==> src/rtl/core/plist_pkg.sv <==
`default_nettype none

package plist_pkg;

	localparam int unsigned DATA_W       = 32;
	localparam int unsigned CMD_W        = 4;
	localparam int unsigned POS_W        = 7;
	localparam int unsigned CNT_OUT_W    = 7;
	localparam int unsigned ST_W         = 2;
	localparam int unsigned CAPACITY_DEF = 64;

	// Command codes.
	localparam logic [CMD_W-1:0] CMD_INS_HEAD = 4'd0;
	localparam logic [CMD_W-1:0] CMD_INS_TAIL = 4'd1;
	localparam logic [CMD_W-1:0] CMD_INS_AT   = 4'd2;
	localparam logic [CMD_W-1:0] CMD_RD_HEAD  = 4'd3;
	localparam logic [CMD_W-1:0] CMD_RD_TAIL  = 4'd4;
	localparam logic [CMD_W-1:0] CMD_RD_AT    = 4'd5;
	localparam logic [CMD_W-1:0] CMD_RM_HEAD  = 4'd6;
	localparam logic [CMD_W-1:0] CMD_RM_TAIL  = 4'd7;
	localparam logic [CMD_W-1:0] CMD_RM_AT    = 4'd8;
	localparam logic [CMD_W-1:0] CMD_CLEAR    = 4'd9;

	// Status codes.
	localparam logic [ST_W-1:0] ST_OK      = 2'd0;
	localparam logic [ST_W-1:0] ST_EMPTY   = 2'd1;
	localparam logic [ST_W-1:0] ST_INVALID = 2'd2;
	localparam logic [ST_W-1:0] ST_FULL    = 2'd3;

	// Operations broadcast to the cells.
	localparam int unsigned OP_W = 3;
	localparam logic [OP_W-1:0] OP_HOLD = 3'd0;
	localparam logic [OP_W-1:0] OP_NOP  = 3'd1;
	localparam logic [OP_W-1:0] OP_INS  = 3'd2;
	localparam logic [OP_W-1:0] OP_REM  = 3'd3;
	localparam logic [OP_W-1:0] OP_READ = 3'd4;

	typedef struct packed {
		logic [CMD_W-1:0]         cmd;
		logic signed [DATA_W-1:0] value;
		logic [POS_W-1:0]         position;
	} req_t;

	typedef struct packed {
		logic signed [DATA_W-1:0] read_value;
		logic [ST_W-1:0]          status;
		logic [CNT_OUT_W-1:0]     count;
	} rsp_t;

	typedef struct packed {
		logic [OP_W-1:0]          op;
		logic signed [DATA_W-1:0] value;
	} cell_ctl_t;

endpackage

`default_nettype wire

==> src/rtl/core/plist_cell.sv <==
`default_nettype none

module plist_cell #(
	parameter int unsigned IDX   = 0,
	parameter int unsigned CMP_W = 7
) (
	input  logic                                clk,
	input  plist_pkg::cell_ctl_t                ctl,
	input  logic [CMP_W-1:0]                    pos,
	input  logic signed [plist_pkg::DATA_W-1:0] left,
	input  logic signed [plist_pkg::DATA_W-1:0] right,
	output logic signed [plist_pkg::DATA_W-1:0] data,
	output logic signed [plist_pkg::DATA_W-1:0] rd
);
	import plist_pkg::*;

	localparam logic [CMP_W-1:0] MY_IDX = CMP_W'(IDX);

	logic signed [DATA_W-1:0] data_q;
	logic signed [DATA_W-1:0] rd_q;

	// On insert, cells behind the position take their left neighbor; on remove,
	// cells at or behind it take their right neighbor.
	always_ff @(posedge clk) begin
		case (ctl.op)
			OP_INS: begin
				if (MY_IDX > pos) begin
					data_q <= left;
				end else if (MY_IDX == pos) begin
					data_q <= ctl.value;
				end
			end
			OP_REM: begin
				if (MY_IDX >= pos) begin
					data_q <= right;
				end
			end
			default: begin
			end
		endcase
	end

	// The read tap shows the entry only in the selected cell, zero elsewhere.
	always_ff @(posedge clk) begin
		if (ctl.op != OP_HOLD) begin
			rd_q <= (ctl.op == OP_READ && MY_IDX == pos) ? data_q : '0;
		end
	end

	assign data = data_q;
	assign rd   = rd_q;

endmodule

`default_nettype wire

==> config.mk <==
export PLATFORM = sky130hd
export DESIGN_NAME = plist_cell
export DESIGN_NICKNAME = d
export VERILOG_FILES = /design/src/rtl/core/plist_pkg.sv /design/src/rtl/core/plist_cell.sv
export SDC_FILE = /design/constraint.sdc
export NUM_CORES = 1
export LEC_CHECK = 0
export ABC_AREA = 1
export BUFFER_PORTS_ARGS = -buffer_cell sky130_fd_sc_hd__buf_2
export CAP_MARGIN = 40
export CORE_MARGIN = 8
export CORE_UTILIZATION = 43
export CTS_CLUSTER_SIZE = 24
export DETAILED_ROUTE_END_ITERATION = 7
export GPL_ROUTABILITY_DRIVEN = 0
export HOLD_SLACK_MARGIN = 0.12
export PLACE_DENSITY_LB_ADDON = 0.25
export SYNTH_ARGS = -nofsm -noshare
export SYNTH_HDL_FRONTEND = slang
export SYNTH_SLANG_ARGS = --single-unit
==> constraint.sdc <==
create_clock -name clk -period 3.64 [get_ports clk]
set_input_delay 0.182 -clock clk [delete_from_list [all_inputs] [get_ports clk]]
set_output_delay 0.182 -clock clk [all_outputs]
set_load 0.005 [all_outputs]
* Word-level counts from Yosys, hierarchy flattened
Cells that the tools add are included.
** Storage, ports and cells
- Flip-flop bits (word level) :: 64
- Output and inout bits :: 64
- Input bits :: 107
- Logic and storage cells :: 18
** Operators by class
- Reductions and logical operators :: 5
- Muxes and demuxes :: 4
- $lt $le $gt $ge :: 2
- Eq/ne operators :: 5
** Operators with widths (number)
- 2-to-1 mux 32 bit :: 3
- one-hot mux 32 bit (2 select lines) :: 1
- >= comparator 1 x 7 -> 1 bit (first input constant) :: 1
- greater-than comparator 1 x 7 -> 1 bit (first input constant) :: 1
- zero test 7 bit :: 1
- equality test 3 x 2 -> 1 bit (second input constant) :: 2
- equality test 3 bit (second input constant) :: 1
- != test 3 bit (second input constant) :: 1
- AND reduction 3 bit :: 1
- nonzero test 3 bit :: 1
- != test 2 bit (second input constant) :: 1
- nonzero test 2 bit :: 1
- logical AND 1 bit :: 1

* Longest topological paths before layout
- Depth after elaboration :: 4
- Mapped depth :: 6
- Depth with buffers taken out :: 5

* Least setup slack after synthesis
No wires, ideal clock.
- Path type :: input port to flip-flop
- Start :: input port ctl[34] (netlist name)
- End :: register data_q[0] (netlist: data[0]), enable pin
- Setup time :: 0.461 ns
- Data arrival time :: 2.629 ns
- Buffers on the path :: 0
- Data required time :: 3.179 ns
- Stages :: 3
- Path slack :: 0.550 ns
- Cell sequence :: inv_1 > nand2_1 > nor3_1
** On the way
- Word-level cells in the longest chain between the ends :: 3
- Elaborated cells between the ends (all ways) :: 6
- Classes of those cells :: eq/ne: 4; reduce/logical: 2
** RTL lines
- start: declaration :: line plist_cell.sv:8 : input plist_pkg::cell_ctl_t ctl,
- equality test 3 x 2 -> 1 bit :: line plist_cell.sv:25 : case (ctl.op)
- != test 3 bit (no line) (tied with other cells)
- AND reduction 3 bit (no line) *
- end signal: assignment :: line plist_cell.sv:28 : data_q <= left;
- end signal: assignment :: line plist_cell.sv:30 : data_q <= ctl.value;
- end signal: assignment :: line plist_cell.sv:35 : data_q <= right;
- end: declaration :: line plist_cell.sv:19 : logic signed [DATA_W-1:0] data_q;
Every way passes the cells marked *; elsewhere a longest branch is shown, timed or not.
A chain may end at the register's enable or synchronous reset.

* Worst setup path after layout
- Start :: input port ctl[34] (netlist name)
- End :: register data_q[6] (netlist: data[6]), data pin
** On the way
- Word-level cells in the longest chain between the ends :: 2
- Elaborated cells between the ends (all ways) :: 3
- Classes of those cells :: eq/ne: 2; mux: 1
** RTL lines (line)
- equality test 3 x 2 -> 1 bit :: plist_cell.sv:25
- one-hot mux 32 bit (2 select lines) * :: plist_cell.sv:25
Marked as above.

==> reports/summary.md <==
The die area is 0.00959 mm². The smallest clock period supported by the final layout is computed as 1280 ps. The HPWL after detailed placement is 4970 µm.

In this run the core area contains 30 standard-cell rows. The library cell used most frequently in the layout, excluding fill and tap cells, is buf_2. After synthesis, the share of cell area in mux cells is 0%.

The worst setup path is of the in2reg kind. After global routing, the most crowded layer is met2. The signal on the critical path passes through buf_2, inv_1, nand3_4, nand2_1, o21ai_2. From synthesis to final layout, the design area changed by 32.1%.

After detailed routing, the number of remaining DRC violations is 0. Setup repair after global routing left no endpoint under its margin. edfxtp_1 takes more of the synthesized area than any other cell. Per report_power, the clock group accounts for 34.4% of the total. For this configuration, the core starts out at a cell density of 43.4%. The number of placed instances, taps included, is 461. The power density over the cells came out at 376 mW/mm². The area fraction in compound gates after synthesis came out at 7.50%. Hold is met by 133 ps.

The worst-path maximum fanout was 64. Height of the die: 97.9 µm. VDD sags by at most 0.000184 V.

Synthesis instantiated 14 different standard cells from the library. The flow ran to the end, and the final reports show no timing, DRC or antenna violations. The cell family contributing the most delay on the critical path is simple AND/OR/NAND/NOR gates. In this run, synthesis produced a sequential element count of 64. For this run, the total global-route usage over all layers was measured as 13.6%. Yosys attributes the largest share of cell area to edfxtp_1 (67%), inv_1 (8.6%), nor2_2 (5.9%). The data required time at the worst endpoint was 3690 ps; the met2 track demand over resource in global routing was 23.3%.

The number of global-route vias before repair was 2125; the fraction of final layout cells with drive strength greater than 1 was 51.0%. The detail route stage leaves a number of antenna-violating nets equal to 0. The longest clock path from root to sink contains 2 buffers. Averaged over all synthesized cells, the footprint is 11.6 µm². CTS root buffer: clkbuf_8.

The run gives 320 ps as the clock latency at the later pin of the worst-skew pair. The post-detailed-routing wire length is 6380 µm, and the total overflow reported by the global router is 0. The library cell contributing the largest single delay on the critical path is nand3_4. The path class of the tightest hold or removal check is in2reg. From left edge to right edge, the die measures 97.9 µm. The combinational cell fraction of total power is 7.9%, and the via density per instance is 4.25. TritonCTS built the clock tree. The clock slew seen by the registers of the worst setup and hold paths came out at 70 ps.

Measured against its own limit, the worst slew margin works out to 50.7%. The number of nets handed over by synthesis was 355. The finished layout holds 480 standard cells, fillers aside. Counting the buffers created by CTS gives 9. STA classifies the critical path endpoint as a flop. The top cell types in the final layout, fill and taps aside, are buf_2 (138), inv_1 (66), edfxtp_1 (64).

The switching share of power works out to 21.8%. For the aggregate negative setup slack, the log shows 0 ps. For this run, global-route usage on met1 was measured as 13.7%.

The count of buffering cells on the critical path with inverters included works out to 2. The tools report the number of detailed-route iterations in the first pass as 4. The analysis attributes to net switching a power of 0.312 mW. The internal portion of the total power is 1.12 mW. For met3 alone, demand over resource in global routing was 5.69%. Share of synthesized cell area in full adder, half adder and majority cells: 0%. On the worst path, the slowest cell contributes a delay of 570 ps. Summed over all cells, the static leakage comes to 1.98 nW. Number of max-slew violations in the final report: 0. The mapped netlist covers 0.00289 mm². The tools report the layout filler cell count as 595.

The tools report the number of antenna violations at the first check in global routing as 0. Across the run, the number of max-cap violations was 0. The run gives 10300 µm as the global-route wire length before repair. Summing the areas of all xor and xnor instances in the mapped netlist gives 0% of the synthesized area.

The number of hold violations in the final report was 0; the critical path data arrival time was 1340 ps. The tree built by TritonCTS fans out to 64 sinks. For the final database, setup skew stands at 8.29 ps.

During placement, the flow inserted port buffers numbering 138. Worst-margin pin slew: 739 ps. The number of vias after detailed routing was 2038. In this run, flip-flops and latches consume 57.7% of the power.

The total number of nets in the final design is 502, and the simple-gate share of the synthesized area is 14.0%. 0 antenna diodes ended up in the layout. The logs give 66.6% for the proportion of synthesized chip area in sequential cells and 248 for the gate count after technology mapping. Number of gates resized after cts: 0. The detailed router finished its first iteration with 51 violations. The floorplan step defined a core boundary enclosing 0.00664 mm². Dividing the final minimum period by the clock period gives 35.3%.

The logs give 779 MHz for the maximum achievable frequency and 171 for the count of pins on the block boundary. Entering global routing, the biggest net connects 65 pins. The number of warnings issued by yosys was 0; the level count of the clock H-tree was 3.

Setup violations remaining at the end of the flow were counted as 0. Combinational family with the most area after synthesis: simple AND/OR/NAND/NOR gates. The share of Yosys cell area claimed by the top area cell type was 66.6%.

The startpoint type of the worst setup path was an input port. The detail-routed net length per standard cell works out to 13.3 µm.
-- registers in the layout (all words and copies together), names as in the netlist --
name,count
rd,32
data,32
-- power by group through the flow --
| stage | combinational [mW] | clock, mW | sequential (mW) |
|---|---|---|---|
| floorplan | 0.0522 | 0 | 0.845 |
| global placement | 0.109 | 0 | 0.843 |
| detailed placement | 0.113 | 0 | 0.843 |
| CTS | 0.116 | 0.508 | 0.827 |
| global route | 0.129 | 0.541 | 0.828 |
| finish | 0.113 | 0.493 | 0.827 |
-- cell usage after synthesis --
master,n
buf_6,8
o21ai_1,17
o21ai_2,15
nor3_1,1
nor2_4,3
nand2_2,1
nand2_1,36
buf_4,1
edfxtp_1,64
nand3_4,1
nor2_2,27
nor2_1,7
inv_1,66
nor3_2,1
-- routing by layer --
layer	wire (µm)	vias to the layer above
li1	-	1072
met1	2380	876
met2	3320	81
met3	562	9
met4	121	0
met5	0	-
-- cell type report --
class / count / area (µm²) / share of cell area [%]
Sequential cell: 64 / 1920 / 50.4
Timing Repair Buffer: 145 / 763 / 20.0
Multi-Input combinational cell: 109 / 624 / 16.4
Inverter: 66 / 248 / 6.50
Clock buffer: 11 / 131 / 3.45
Tap cell: 80 / 100 / 2.63
Clock inverter: 5 / 23.8 / 0.624
-- repair_timing --
action / CTS / global route
setup buffers: 0 / 0
setup endpoints to repair: 0 / 0
hold endpoints to repair: 3 / 0
hold buffers: 3 / 0
-- path summary, 6_finish.rpt --
kind              startpoint        to  slack [ps]  cells past startpoint
setup reg to reg    data[13]    rd[13]        2870                      2
setup / recovery     ctl[34]   data[6]        2360                      5
hold / removal       ctl[22]  data[22]         130                      3
hold reg to reg     data[29]    rd[29]         560                      2
-- worst reg2reg max path, stage by stage (launching register included) --
cell      delay, ps
edfxtp_1        390
inv_1           110
nor2_4           40
-- per-stage QoR --
| step | power, mW | util (%) | worst slack, ps | area (µm²) |
|---|---|---|---|---|
| after global placement | 0.952 | 54.3 | 2040 | 3610 |
| final | 1.43 | 57.4 | 2360 | 3810 |
| after CTS | 1.45 | 57.4 | 2340 | 3810 |
| after floorplan | 0.898 | - | 550 | 2890 |
| after global routing | 1.50 | 57.4 | 2170 | 3810 |
| after detailed placement | 0.956 | 54.6 | 1990 | 3630 |
-- cell families after synthesis --
| logic type | count (synthesis) |
|---|---|
| simple gates | 77 |
| buf+inv | 75 |
| compound gates | 32 |
| flops | 64 |
(Power assumes the default switching activity.)
